<file path="src/hw/rtl/ptd_mul.sv">
// Two-stage unsigned multiplier built from four half-width partial products.
// Standalone; used by point_to_disk_distance_squared.
module ptd_mul #(
	parameter int AW = 32,
	parameter int BW = 32
) (
	input  logic          clk,
	input  logic          en,
	input  logic [AW-1:0] a,
	input  logic [BW-1:0] b,
	output logic [AW+BW-1:0] p
);
	localparam int AL = (AW + 1) / 2;
	localparam int AH = AW - AL;
	localparam int BL = (BW + 1) / 2;
	localparam int BH = BW - BL;
	localparam int PW = AW + BW;

	logic [AL+BL-1:0] ll_s1;
	logic [AL+BH-1:0] lh_s1;
	logic [AH+BL-1:0] hl_s1;
	logic [AH+BH-1:0] hh_s1;

	// partial products
	always_ff @(posedge clk) begin
		if (en) begin
			ll_s1 <= a[AL-1:0] * b[BL-1:0];
			lh_s1 <= a[AL-1:0] * b[BW-1:BL];
			hl_s1 <= a[AW-1:AL] * b[BL-1:0];
			hh_s1 <= a[AW-1:AL] * b[BW-1:BL];
		end
	end

	// recombine
	always_ff @(posedge clk) begin
		if (en) begin
			p <= PW'(ll_s1) + (PW'(lh_s1) << BL) + (PW'(hl_s1) << AL)
				+ (PW'(hh_s1) << (AL + BL));
		end
	end
endmodule

</file>
<file path="config.mk">
export PLATFORM = sky130hd
export DESIGN_NAME = ptd_mul
export DESIGN_NICKNAME = d
export VERILOG_FILES = /design/src/hw/rtl/ptd_mul.sv
export SDC_FILE = /design/constraint.sdc
export NUM_CORES = 2
export LEC_CHECK = 0
export BUFFER_PORTS_ARGS = -buffer_cell sky130_fd_sc_hd__clkbuf_2
export CELL_PAD_IN_SITES_DETAIL_PLACEMENT = 1
export CELL_PAD_IN_SITES_GLOBAL_PLACEMENT = 1
export CORE_MARGIN = 2
export CORE_UTILIZATION = 50
export CTS_CLUSTER_SIZE = 12
export DETAILED_ROUTE_END_ITERATION = 10
export PLACE_DENSITY = 0.86
export SLEW_MARGIN = 25
export SYNTH_ARGS = -nofsm -noshare
export SYNTH_HDL_FRONTEND = slang
export SYNTH_SLANG_ARGS = --single-unit
</file>
<file path="constraint.sdc">
create_clock -name clk -period 13.6 [get_ports clk]
set_input_delay 0.68 -clock clk [delete_from_list [all_inputs] [get_ports clk]]
set_output_delay 0.68 -clock clk [all_outputs]
set_load 0.01 [all_outputs]
</file>
# Word-level counts from Yosys, hierarchy flattened
# Index checks and enable logic that the tools add are counted.
op_classes:
  multipliers: 4
  n_addsub: 3
ops:
  columns: ["operator", "n"]
  rows:
  - ["multiplier 16 x 16 -> 32 bit", 4]
  - ["adder 50 x 64 -> 64 bit", 1]
  - ["adder 49 x 48 -> 50 bit", 1]
  - ["adder 32 x 48 -> 49 bit", 1]
word_totals:
  in_bits: 66
  register_bits: 192
  elab_cells: 12
  output_inout_bits: 64

# Depth between registers and ports, before layout
logic_depth:
  word_depth: 3
  depth_mapped: 24
  depth_no_buf: 23

# Worst setup path after synthesis
# Ideal clock, no wire load.
synth_path:
  path_kind: "input-to-reg"
  startpoint: "input b[7]"
  endpoint: "register ll_s1[25], data pin"
  setup_time_ns: 0.258
  n_path_buf: 1
  slack_ns: 7.188
  required_ns: 13.342
  arrival_ns: 6.155
  stages: 23
  cell_sequence: "clkbuf_1 nand2_1 fa_1 inv_1 fa_1 inv_1 fa_1 inv_1 fa_1 fa_1 inv_1 fa_1 inv_1 ha_1 and3_1 a31o_2 nor4_4 a21oi_1 o21ai_0 nand2b_1 a221o_1 a21oi_1 xnor2_1"
synth_between:
  elab_chain_len: 1
synth_rtl:
  columns: ["element", "line_no", "rtl"]
  rows:
  - ["start, declared", "10", "input logic [BW-1:0] b,"]
  - ["multiplier 16 x 16 -> 32 bit", "27", "ll_s1 <= a[AL-1:0] * b[BL-1:0];"]
  - ["end signal, assigned", "27", null]
  - ["end, declared", "19", "logic [AL+BL-1:0] ll_s1;"]
# Every way passes these cells.
# A chain may end at the register's enable or synchronous reset.

# Worst setup path after layout
layout_path:
  startpoint: "input b[19]"
  endpoint: "register lh_s1[30], data pin"
layout_between:
  elab_chain_len: 1
layout_rtl:
  columns: ["element", "line_no", "rtl"]
  rows:
  - ["multiplier 16 x 16 -> 32 bit", "28", "lh_s1 <= a[AL-1:0] * b[BW-1:BL];"]
  - ["end signal, assigned", "28", null]
  - ["end, declared", "20", "logic [AL+BH-1:0] lh_s1;"]
# Every way passes these cells.

==> results by group <==
Outcome
  • Outcome: finished, final reports clean

Detailed routing
  • DRT iter0 DRCs: 2000
  • Routed vias: 31136
  • # DRC: 0
  • DR vias/cell: roughly 5.7
  • DR WL/cell: around 23 um
  • Pre-antenna DRT Iters: 6
  • Antenna Violating Nets Remaining: 0
  • Detailed Route WL: 124000 um

GRT
  • Remaining global-route overflow: 0
  • Largest net degree at the start of global routing: 75
  • Antenna violations before repair: 8
  • Global-route wire length before repair: roughly 200000 um
  • GRT Overall Usage: 0.301
  • Number of global-route vias before repair: between 30000 and 40000

STA
  • Setup TNS: 0 ps
  • Peak Freq: roughly 140 MHz
  • Worst rel slew slack: 0.295
  • Fin. Hold Viols: 0
  • Setup Skew: approximately 18 ps
  • Fin. max-slew vios: 0
  • RSZ-0062 raised after global routing: false
  • Min cycle time layout: 7260 ps
  • Setup WS post-layout: 6340 ps
  • Fin crit share: 0.534
  • Worst Max-Slew Pin Slew: between 1000 and 1500 ps
  • Final setup fails: 0

Synth
  • Seq cells post-synth: 192
  • Post-synth cell types: 77
  • Net count after synthesis: around 5700
  • Mapped Cells: ~4400
  • Sequential area share after synthesis: 0.137
  • Async S/R FF share, synth: 0
  • Number of synthesized flops with an enable pin: between 150 and 200
  • Most common cell in the netlist: inv_1
  • Post-synth top flop: edfxtp_1
  • Synth cell count leaders: 937 x inv_1, 809 x fa_1, 615 x nand2_1, 482 x and2_1, 448 x ha_1
  • Synthesis warning total: 0
  • Top-area cell type share of the netlist area: 0.384
  • Syn_area_per_cell: around 9.5 um^2
  • Cell area after synthesis: 0.0422 mm^2
  • Post-synth top area cell: fa_1
  • Leading post-synthesis cells by cell area: fa_1 38%, edfxtp_1 14%, ha_1 13%

Min path
  • Worst hold start: ll_s1[14]$_DFFE_PP_
  • Hold Path Class: reg2reg
  • Worst hold path stage count: 0
  • Hold Crit Endpoint: p[14]$_DFFE_PP_

Place
  • Gpl congestion: 0.878
  • IO Port Bufs: 129
  • Final HPWL DP: between 90000 and 100000 um
  • Pre-CTS WS: 5960 ps

Critical path
  • CP Capture Type: flip-flop
  • Worst R2R Setup Slack: roughly 9000 ps
  • Req. time, crit path: around 14000 ps
  • Worst stage delay on the critical path: between 700 and 800 ps
  • Critical path class: in2reg
  • CP max stage cell: clkbuf_2
  • R2R Path End: p[57]$_DFFE_PP_
  • Worst r2r src: ll_s1[17]$_DFFE_PP_
  • CP arrival: 7490 ps
  • CP Cell Sequence: clkbuf_2 > nand2_1 > fa_1 > fa_1 > fa_1 > inv_1 > fa_1 > fa_1 > inv_1 > fa_1 > inv_1 > ha_1 > a21o_1 > a21o_1 > a21oi_1 > o21bai_1 > o311ai_1 > nand3_1 > or4_1 > nand2_1 > o211ai_1
  • Most frequent CP cell: fa_1
  • Maximum fanout along the worst path: 32
  • R2R cell count: 13
  • Nature of the critical path startpoint: primary input

Finish
  • Layout cells sized above 1: 0.0515
  • Nets: approximately 5700
  • Syn-to-layout area delta: 4.88%

Clock tree
  • CTS tree: built
  • CTS root buf: clkbuf_16
  • Post-CTS Setup Inserts: 0
  • Resized cells post-CTS: 0
  • Clk buf depth: 2
  • Clock Latency Late Sink: 520 ps
  • H-Tree Depth: 4
  • Sinks on Clock Net: 192
  • Hold buffer count at cts: 0
  • Clock transition at path regs: approximately 90 ps
  • CTS buffer count: 17

Die
  • Chip Width: 294 um
  • Die Y: approximately 290 um
  • Core area: approximately 0.084 mm^2
  • IO Pins: 130
  • Starting Density: 0.505
  • Full die area: slightly below 0.09 mm^2
  • Core Rows: ~110

Run
  • MaxCap Viol Count: 0
-- kinds of logic after synthesis --
group	synth area share
xor+xnor	0.0307
mux	0.000474
simple gates	0.154
flops	0.137
fa+ha+maj	0.517
compound gates	0.0607
buf+inv	0.101
-- flip-flops by register name (all words and copies together) (netlist names) --
| signal | cells |
|---|---|
| p | 64 |
| lh_s1 | 32 |
| ll_s1 | 32 |
| hh_s1 | 32 |
| hl_s1 | 32 |
-- stage by stage --
stage	area, um^2	utilization	instances	hold WS (ps)
after detailed placement	43600	0.522	5454	408
after global routing	44300	0.530	5486	434
after floorplan	42200	-	4420	400
after CTS	44200	0.530	5486	427
final	44300	0.530	5487	424
after global placement	43600	0.522	5454	401
-- routing by layer --
| metal | GRT usage | share of wire |
|---|---|---|
| met1 | 0.350 | 0.38 |
| met2 | 0.537 | 0.51 |
| met3 | 0.0583 | 0.069 |
| met4 | 0.134 | 0.044 |
| met5 | 0 | 0.00045 |
-- cells in the final DEF, fill, tap and decap left out, drive strengths merged, types with 63 or more instances in the layout --
| cell type | instances |
|---|---|
| edfxtp | 192 |
| ha | 448 |
| and2 | 482 |
| a21oi | 116 |
| nand2 | 615 |
| xnor2 | 114 |
| o21ai | 63 |
| nor2 | 77 |
| fa | 809 |
| inv | 945 |
| clkbuf | 146 |
-- worst max-delay path: cells and delay by family --
| family | cells | cell delay (ps) |
|---|---|---|
| simple gates | 4 | 1100 |
| compound gates | 6 | 1370 |
| buf+inv | 4 | 910 |
| fa+ha+maj | 7 | 3390 |
-- worst max path at each step --
stage	start	end	cells after the start
floorplan	b[7]	ll_s1[25]$_DFFE_PP_	23
global placement	a[7]	lh_s1[30]$_DFFE_PP_	21
detailed placement	a[7]	lh_s1[30]$_DFFE_PP_	22
CTS	a[8]	lh_s1[30]$_DFFE_PP_	22
global route	a[22]	hh_s1[24]$_DFFE_PP_	23
finish	b[19]	lh_s1[30]$_DFFE_PP_	21
-- cell type report --
type	count	area, um^2
timing repair buffer	154	846
antenna	1	2.50
multi-input combinational	3091	32200
sequential	192	5770
tap	1080	1350
clock buffer	17	425
inverter	937	3520
fill	9478	39300
clock inverter	15	186
Power is not shown: default switching activity piles up to over one toggle a cycle in this logic, so the estimate is an artifact.
