--- src/hw/rtl/ptd_delay.sv ---
// Enabled shift line that carries a word's sideband beside a long unit.
// Standalone; used by point_to_disk_distance_squared.
module ptd_delay #(
	parameter int W = 8,
	parameter int N = 2
) (
	input  logic         clk,
	input  logic         arst_n,
	input  logic         en,
	input  logic [W-1:0] din,
	output logic [W-1:0] dout
);
	logic [N-1:0][W-1:0] line_q;

	always_ff @(posedge clk or negedge arst_n) begin
		if (!arst_n) begin
			line_q <= '0;
		end else if (en) begin
			line_q[0] <= din;
			for (int i = 1; i < N; i++) begin
				line_q[i] <= line_q[i-1];
			end
		end
	end

	assign dout = line_q[N-1];
endmodule

--- config.mk ---
export PLATFORM = sky130hd
export DESIGN_NAME = ptd_delay
export DESIGN_NICKNAME = d
export VERILOG_FILES = /design/src/hw/rtl/ptd_delay.sv
export SDC_FILE = /design/constraint.sdc
export NUM_CORES = 1
export LEC_CHECK = 0
export BUFFER_PORTS_ARGS = -buffer_cell sky130_fd_sc_hd__clkbuf_2
export CAP_MARGIN = 20
export CORE_AREA = 2 2 44 46
export CTS_CLUSTER_DIAMETER = 150
export DETAILED_ROUTE_END_ITERATION = 10
export DIE_AREA = 0 0 46 48
export PLACE_DENSITY = 0.76
export SYNTH_ARGS = -nofsm -noshare
export SYNTH_HDL_FRONTEND = slang
export SYNTH_SLANG_ARGS = --single-unit
--- constraint.sdc ---
create_clock -name clk -period 0.8 [get_ports clk]
set_input_delay 0 -clock clk [delete_from_list [all_inputs] [get_ports clk]]
set_output_delay 0 -clock clk [all_outputs]
set_load 0.01 [all_outputs]
== Word-level counts from Yosys, hierarchy flattened ==
Cells that the tools add are included.
Cells by class
  shift-type cells: 0
  multipliers: 0
  div/mod/pow operators: 0
  equality and inequality tests: 0
  reduce and logical (&&, ||, !) cells: 0
  order comparisons: 0
  multiplexer cells: 0
  bitwise gates (word level): 0
  add/subtract/negate cells: 0
Word-level totals
  memory bits (read-only): 0
  memories: 0
  output and inout bits: 8
  flip-flop bits (word level): 16
  input bits: 11
  word-level logic and storage cells: 2
  latch bits: 0
  RAM bits: 0

== Depth between registers and ports, before layout ==
Gate-level depths: netlist of run 1.
  depth after elaboration: 0
  gate-level depth with buffers: 3
  depth with buffers taken out: 1

== Worst setup path before layout of run 1 ==
Ideal clock, no wire load.
  path kind: flip-flop to flip-flop
  from: reg dout[0] (netlist name)
  to: reg line_q, in the netlist dout[0]
  setup time: 0.125 ns
  cell stages (with the launch flop): 2
  arrival time: 0.604 ns
  period minus slack after synthesis: 0.729 ns
  slack: 0.071 ns
  buffers on the path: 0
  required time: 0.675 ns
  cell sequence: dfrtp_1 -> mux2_4
RTL lines
  to (signal, indexed assignment): line 21  | line_q[i] <= line_q[i-1];
  to (decl): line 13  | logic [N-1:0][W-1:0] line_q;

== Worst setup path in the final report of run 1 ==
  from: reg line_q, in the netlist dout[4]
  to: out dout[4]
RTL lines
  to (decl): line 11  | output logic [W-1:0] dout
No word-level cell between the ends.

==> impl_metrics.tcl, run 1 <==
set metrics [dict create \
    critPathMaxFanout 2 \
    totalPowerFinal_mw 1.81 \
    dp_hpwl_um 649 \
    dieArea_mm2 0.00221 \
    cts_htree_levels 1 \
    cts_buffer_depth 2 \
    areaGrowthSynthToFinish_pct 23.5 \
    portBuffers 18 \
    cts_resized 0 \
    yosysTopAreaCellShare_pct 56.4 \
    syn_inst 42 \
    cpPeakStageDelay_ps 390 \
    drive_gt1_share_pct 60.9 \
    r2r-end "dout[4]" \
    final_area_um2 876 \
    synth.top_cells.by_area "dfrtp_1 56%, mux2_4 21%, mux2_2 9.5%" \
    grt_pass1_wl_um 1670 \
    track_usage_pct 11.5 \
    p_leak_nw 0.436 \
    cpLargestDelayFamily "flip-flops" \
    yosysWarnings 0 \
    root_buffer "clkbuf_4" \
    path_depth 1 \
    ys_ff_latch 16 \
    synth_top_cells_by_count "16 x dfrtp_1, 10 x mux2_4, 8 x buf_4, 6 x mux2_2" \
    period_share_pct 100 \
    crit_chain "clkbuf_2" \
    nFillCells 151 \
    worst-path-buf-inv 1 \
    clkLatencyLatePin_ps 270 \
    power.density_mw_per_mm2 2060 \
    drt-pass1-iter-count 2 \
    core_mm2 0.00169 \
    finalWirelength_um 950 \
    numCtsBuffers 3 \
    ios 19 \
    period_needed_ps 802 \
    setup_ws_ps -1.51 \
    cp_slowest_cell "dfrtp_1" \
    start_util_pct 42.0 \
    drv_cap 0 \
    synth_nets 53 \
    dpl_cell_area_um2 749 \
    cts_tree "yes" \
    hold_viol 0 \
    multi_input_area_um2 218 \
    irDropWorstVdd_v 0.00114 \
    startpoint_type "flip-flop" \
    slew_headroom_pct 74.2 \
    die_h_um 48 \
    path_class "reg -> out" \
    ys.flop_type "dfrtp_1" \
    seqCellArea_um2 400 \
    grt_pass1_vias 362 \
    status "complete, but fails checks" \
    required_ps 800 \
    finalClockSkew_ps 0.366 \
    fmax_mhz 1250 \
    nNetsFinal 76 \
    crit_arrival_ps 800 \
    reg2reg_from "dout[4]" \
    hold_class "in -> async" \
    drc 0 \
    reg2regPathDepth 1 \
    avgSynthCellArea_um2 16.9 \
    synth_cell_types 6 \
    violations "negative setup slack" \
    setup_violations 1 \
    regToRegSetupSlack_ps 30 \
    maxSlewViolCount 0 \
    fin_tns_setup_ps -1.51 \
    grt_max_degree 17 \
    postCtsSetupBuffers 0 \
    vias_per_cell 4.53 \
    grt_overflow 0 \
    placementRows 15 \
    setup.worst_path.end_class "output pin" \
    rsz0062_at_grt "yes" \
    yosys.area.top_type "dfrtp_1" \
    cts.sinks 16 \
    clkTransAtPathRegs_ps 90 \
    yosysMostFrequentCell "dfrtp_1" \
    vias 367 \
    wl_per_cell_um 11.7 \
    drt_iter0_markers 2 \
    dieWidth_um 46 \
    gp_congestion 0.620 \
    synthArstFlopShare_pct 100 \
    drtAntennaViolNets 0 \
    synth_seq_area_share_pct 56.4 \
    synth_edf_count 0 \
    max_slew.worst_pin.slew_ps 386 \
    diodes 0 \
    synth_area_um2 709 \
    antenna_found_initial 0 \
]
==> logic make-up after synthesis <==
logic type  synth area share, %
flops                      56.4
mux                        30.7
buf+inv                    12.9
==> per-stage QoR <==
stage | hold WS, ps | util, % | worst slack, ps | instances
CTS | 166 | 51.9 | -15.8 | 81
global placement | -65.3 | 44.4 | 57.9 | 68
finish | 165 | 51.9 | -1.51 | 81
detailed placement | -59.7 | 44.4 | 43.5 | 68
floorplan | -296 | - | 70.6 | 42
global route | 157 | 51.9 | -63.9 | 81
==> worst max path at each step <==
stage             from      end  slack [ps]
3_3_place_gp   dout[2]  dout[2]          60
5_1_grt        dout[4]  dout[4]         -60
3_5_place_dp   dout[3]  dout[3]          40
6_report       dout[4]  dout[4]          -2
2_1_floorplan  dout[0]  dout[0]          70
4_1_cts        dout[3]  dout[3]         -20
==> cell type report <==
type,instances,share of cell area (%)
tap,17,2.43
multi-input combinational,16,24.9
clock buffer,4,4.14
sequential,16,45.7
timing repair buffer,28,22.9
==> placed cells by master (no fill, tap or decap) <==
master | Yosys | final
dlygate4sd3_1 | 0 | 9
mux2_4 | 10 | 10
buf_12 | 1 | 1
clkbuf_4 | 0 | 3
clkbuf_2 | 0 | 18
clkbuf_8 | 0 | 1
dfrtp_1 | 16 | 16
mux2_2 | 6 | 6
==> power breakdown <==
group	leakage, nW	internal [mW]	switching, mW
clock	0.0210	0.277	0.230
sequential	0.187	0.909	0.0541
combinational	0.228	0.218	0.119
total	0.436	1.40	0.403
==> timing repair <==
action / in CTS / in global routing
endpoints found under the hold margin: 24 / 0
hold buffers: 9 / 0
endpoints found under the setup margin: 8 / 8
==> routing by layer <==
| metal | vias to the layer above | GRT usage, % | wire (um) |
|---|---|---|---|
| met4 | 0 | 6.86 | 19 |
| met5 | - | 0 | 0 |
| met2 | 14 | 16.4 | 422 |
| met3 | 2 | 5.66 | 53 |
| li1 | 178 | - | - |
| met1 | 173 | 14.0 | 455 |
==> registers in the layout (all words and copies together), names as in the netlist <==
register and cells:
dout 8, line_q 8
No activity file was read; power rests on OpenSTA's default activity.
==> inputs of run 2 (changes only) <==
Settings changed: CORE_AREA 2 2 44 46 to 2 2 43 45, CTS_BUF_LIST from default to sky130_fd_sc_hd__clkbuf_2 sky130_fd_sc_hd__clkbuf_4 sky130_fd_sc_hd__clkbuf_8, DIE_AREA 0 0 46 48 to 0 0 45 47, PLACE_DENSITY 0.76 to 0.78.
==> run 2 against run 1 <==
Against the previous run: the run still ends with negative setup slack left; non-clock buffer count is the same; sequential power about the same; power is 0.77% higher; combinational power hardly changed; count of clock-buffer cells in the layout did not move; clock skew rose by 5.5 ps; utilization is 1.2 points higher; largest cell class unchanged; critical path depth is the same; clock power up 3%; critical endpoint is now dout[5]; sequential cell count unchanged; via count fell by 1.4%; register-to-register slack about the same.
==> impl_metrics.tcl, run 2 (synthesized netlist as in run 1, its figures left out) <==
set metrics [dict create \
    status "complete, but fails checks" \
    violations "negative setup slack" \
    cts_htree_levels 1 \
    period_share_pct 101 \
    critPathMaxFanout 2 \
    fin_tns_setup_ps -8.41 \
    finalWirelength_um 975 \
    diodes 0 \
    die_h_um 47 \
    worstHoldEndpoint "line_q[7]" \
    drv_cap 0 \
    holdCritStartpoint "en" \
    slew_headroom_pct 74.3 \
    dieArea_mm2 0.00212 \
    setup_violations 2 \
    grt_pass1_wl_um 1570 \
    setup_ws_ps -7.55 \
    reg2regPathDepth 1 \
    p_leak_nw 0.436 \
    layout.cells.non_filler 81 \
    r2r-end "dout[5]" \
    track_usage_pct 11.2 \
    cpLargestDelayFamily "flip-flops" \
    power.density_mw_per_mm2 2080 \
    period_needed_ps 808 \
    wl_per_cell_um 12.0 \
    reg2reg_from "dout[5]" \
    cts_tree "yes" \
    root_buffer "clkbuf_4" \
    irDropWorstVdd_v 0.000803 \
    grt_max_degree 17 \
    cts_resized 0 \
    drt-pass1-iter-count 1 \
    vias_per_cell 4.47 \
    crit_arrival_ps 810 \
    cts.sinks 16 \
    path_class "reg -> out" \
    postCtsSetupBuffers 0 \
    dp.cells 68 \
    placementRows 15 \
    hold_class "in -> reg" \
    cpPeakStageDelay_ps 400 \
    mostFrequentLayoutCell "clkbuf_2" \
    clkLatencyLatePin_ps 280 \
    final_cell_mix "18 x clkbuf_2, 16 x dfrtp_1, 10 x mux2_4, 9 x dlygate4sd3_1, 6 x mux2_2" \
    gp_congestion 0.624 \
    cp_slowest_cell "dfrtp_1" \
    dp_hpwl_um 669 \
    drive_gt1_share_pct 60.9 \
    dieWidth_um 45 \
    drt_iter0_markers 0 \
    max_slew.worst_pin.slew_ps 386 \
    grt_pass1_vias 354 \
    worst-path-buf-inv 1 \
    drc 0 \
    required_ps 800 \
    min_path_cells 3 \
    core_mm2 0.00165 \
    startpoint_type "flip-flop" \
    crit_chain "clkbuf_2" \
    grt_overflow 0 \
    fmax_mhz 1240 \
    finalClockSkew_ps 5.90 \
    nFillCells 145 \
    regToRegSetupSlack_ps 20 \
    nNetsFinal 76 \
    setup.worst_path.end_class "output pin" \
    clkTransAtPathRegs_ps 90 \
    drtAntennaViolNets 0 \
    rsz0062_at_grt "yes" \
    antenna_found_initial 0 \
    portBuffers 18 \
    numCtsBuffers 3 \
    ios 19 \
    start_util_pct 43.0 \
    hold_viol 0 \
    cts_buffer_depth 2 \
    vias 362 \
    maxSlewViolCount 0 \
    areaGrowthSynthToFinish_pct 23.5 \
]
run 2: how the worst max path moves through the flow:
stage	depth (start not counted)	endpoint	start	slack [ps]
after floorplan	1	dout[0]	dout[0]	70
after global placement	1	dout[0]	dout[0]	50
after detailed placement	1	dout[5]	dout[5]	30
after CTS	1	dout[5]	dout[5]	-30
after global routing	1	dout[3]	dout[3]	-50
final	1	dout[5]	dout[5]	-8
run 2: layout make-up:
class	count	area, um^2	share of cell area [%]
timing repair buffer	28	200	22.9
tap	17	21.3	2.43
sequential	16	400	45.7
clock buffer	4	36.3	4.14
multi-input combinational	16	218	24.9
run 2: what timing repair did:
| action | CTS | global route |
|---|---|---|
| hold buffers | 9 | 0 |
| pin swaps | 0 | 0 |
| setup endpoints to repair | 8 | 8 |
| endpoints found under the hold margin | 24 | 0 |
run 2: metal layers:
metal	track usage [%]	vias up	share of wire, %
met1	13.9	170	46
met5	0	-	0
met2	16.3	11	47
li1	-	179	-
met3	2.31	2	5.3
met4	10.6	0	1.8
run 2: power breakdown:
group          total, mW  internal [mW]  leakage (nW)  switching [mW]
clock              0.520          0.277        0.0210           0.243
sequential         0.960          0.909         0.187          0.0514
combinational      0.340          0.218         0.228           0.123
total               1.82           1.40         0.436           0.416
run 2: through the flow:
| step | worst slack, ps | instance area (um^2) | hold slack [ps] | utilization, % | power, mW |
|---|---|---|---|---|---|
| detailed placement | 25.1 | 749 | -60.1 | 45.4 | 1.29 |
| global route | -51.3 | 876 | 164 | 53.0 | 1.92 |
| finish | -7.55 | 876 | 164 | 53.0 | 1.82 |
| floorplan | 70.6 | 709 | -296 | - | 1.25 |
| global placement | 50.4 | 749 | -66.7 | 45.4 | 1.28 |
| CTS | -31.2 | 876 | 152 | 53.0 | 1.86 |
==> inputs of run 3 (changes only) <==
Settings changed: PLACE_DENSITY 0.78 to 0.76.
Clock period 0.8 ns to 1 ns, I/O delays scaled along.
==> run 3 against run 2 <==
Against the previous run: the run now ends clean; clock skew down 1.4 ps; power down 20%; critical path depth did not move; routed wire length fell by 8.1%; clock power shrank 21%; largest cell class unchanged; critical path type unchanged; largest power group unchanged; sequential share of layout area did not move; via count up 5.0%; sequential power fell by 20%; cell count unchanged; highest routed layer is now met3.
==> impl_metrics.tcl, run 3 (synthesized netlist as in run 1, its figures left out) <==
set metrics [dict create \
    status "finished, final reports clean" \
    final_cell_mix "18 x clkbuf_2, 16 x dfrtp_1, 10 x mux2_4, 9 x dlygate4sd3_1, 6 x mux2_2" \
    ios 19 \
    cts_tree "yes" \
    grt_pass1_vias 359 \
    period_share_pct 80.0 \
    numCtsBuffers 3 \
    critPathMaxFanout 2 \
    fmax_mhz 1250 \
    startpoint_type "flip-flop" \
    nFillCells 152 \
    track_usage_pct 10.3 \
    cpLargestDelayFamily "flip-flops" \
    r2r-end "dout[0]" \
    regToRegSetupSlack_ps 230 \
    crit_chain "clkbuf_2" \
    dieWidth_um 45 \
    period_needed_ps 800 \
    diodes 0 \
    hold_viol 0 \
    max_slew.worst_pin.slew_ps 385 \
    crit_start "dout[4]" \
    core_mm2 0.00165 \
    die_h_um 47 \
    areaGrowthSynthToFinish_pct 23.5 \
    vias_per_cell 4.69 \
    hold_class "in -> async" \
    irDropWorstVdd_v 0.000714 \
    gp_congestion 0.598 \
    fin_util_pct 53.0 \
    finalWirelength_um 896 \
    finalClockSkew_ps 4.47 \
    drive_gt1_share_pct 60.9 \
    drc 0 \
    mostFrequentLayoutCell "clkbuf_2" \
    placementRows 15 \
    dieArea_mm2 0.00212 \
    drt-pass1-iter-count 2 \
    drt_iter0_markers 3 \
    cpPeakStageDelay_ps 390 \
    cp_slowest_cell "dfrtp_1" \
    cts_htree_levels 1 \
    setup_violations 0 \
    cts_resized 0 \
    antenna_found_initial 0 \
    postCtsSetupBuffers 0 \
    worst-path-buf-inv 1 \
    nNetsFinal 76 \
    clkLatencyLatePin_ps 280 \
    reg2regPathDepth 1 \
    vias 380 \
    drv_cap 0 \
    grt_max_degree 17 \
    holdWs_ps 161 \
    start_util_pct 43.0 \
    fin_tns_setup_ps 0 \
    p_leak_nw 0.436 \
    reg2reg_from "dout[0]" \
    setup.worst_path.end_class "output pin" \
    crit_arrival_ps 800 \
    required_ps 1000 \
    grt_pass1_wl_um 1470 \
    clkTransAtPathRegs_ps 90 \
    cts.sinks 16 \
    maxSlewViolCount 0 \
    grt_overflow 0 \
    path_class "reg -> out" \
    rsz0062_at_grt "no" \
    dp_hpwl_um 593 \
    slew_headroom_pct 74.3 \
    cts_buffer_depth 2 \
    drtAntennaViolNets 0 \
    cts.hold.buffers_added 9 \
    wl_per_cell_um 11.1 \
    power.density_mw_per_mm2 1660 \
    portBuffers 18 \
    root_buffer "clkbuf_4" \
]
==> run 3: layout make-up <==
type | instances | area, um^2 | share of cell area [%]
Clock buffer | 4 | 36.3 | 4.14
Multi-Input combinational cell | 16 | 218 | 24.9
Sequential cell | 16 | 400 | 45.7
Tap cell | 17 | 21.3 | 2.43
Timing Repair Buffer | 28 | 200 | 22.9
==> run 3: per-stage QoR <==
stage / std cells / power, mW / cell area, um^2 / setup WS (ps)
finish: 81 / 1.45 / 876 / 200
CTS: 81 / 1.47 / 876 / 186
floorplan: 42 / 1.00 / 709 / 271
global route: 81 / 1.53 / 876 / 155
detailed placement: 68 / 1.03 / 749 / 243
global placement: 68 / 1.02 / 749 / 258
==> run 3: worst max-delay path by stage <==
stage,end,depth (start not counted),slack [ps]
after floorplan,dout[0],1,270
after global placement,dout[6],1,260
after detailed placement,dout[0],1,240
after CTS,dout[0],1,190
after global routing,dout[4],1,150
final,dout[4],1,200
==> run 3: metal layers <==
metal	vias to the layer above	routed length, um	track usage [%]
li1	181	-	-
met1	188	412	10.8
met2	11	433	16.6
met3	0	50	4.62
met4	0	0	7.06
met5	-	0	0
==> run 3: where the power goes <==
group / internal (mW) / total [mW] / leakage [nW] / switching, mW
registers: 0.727 / 0.767 / 0.187 / 0.0402
logic: 0.174 / 0.270 / 0.228 / 0.0961
clock network: 0.221 / 0.413 / 0.0210 / 0.191
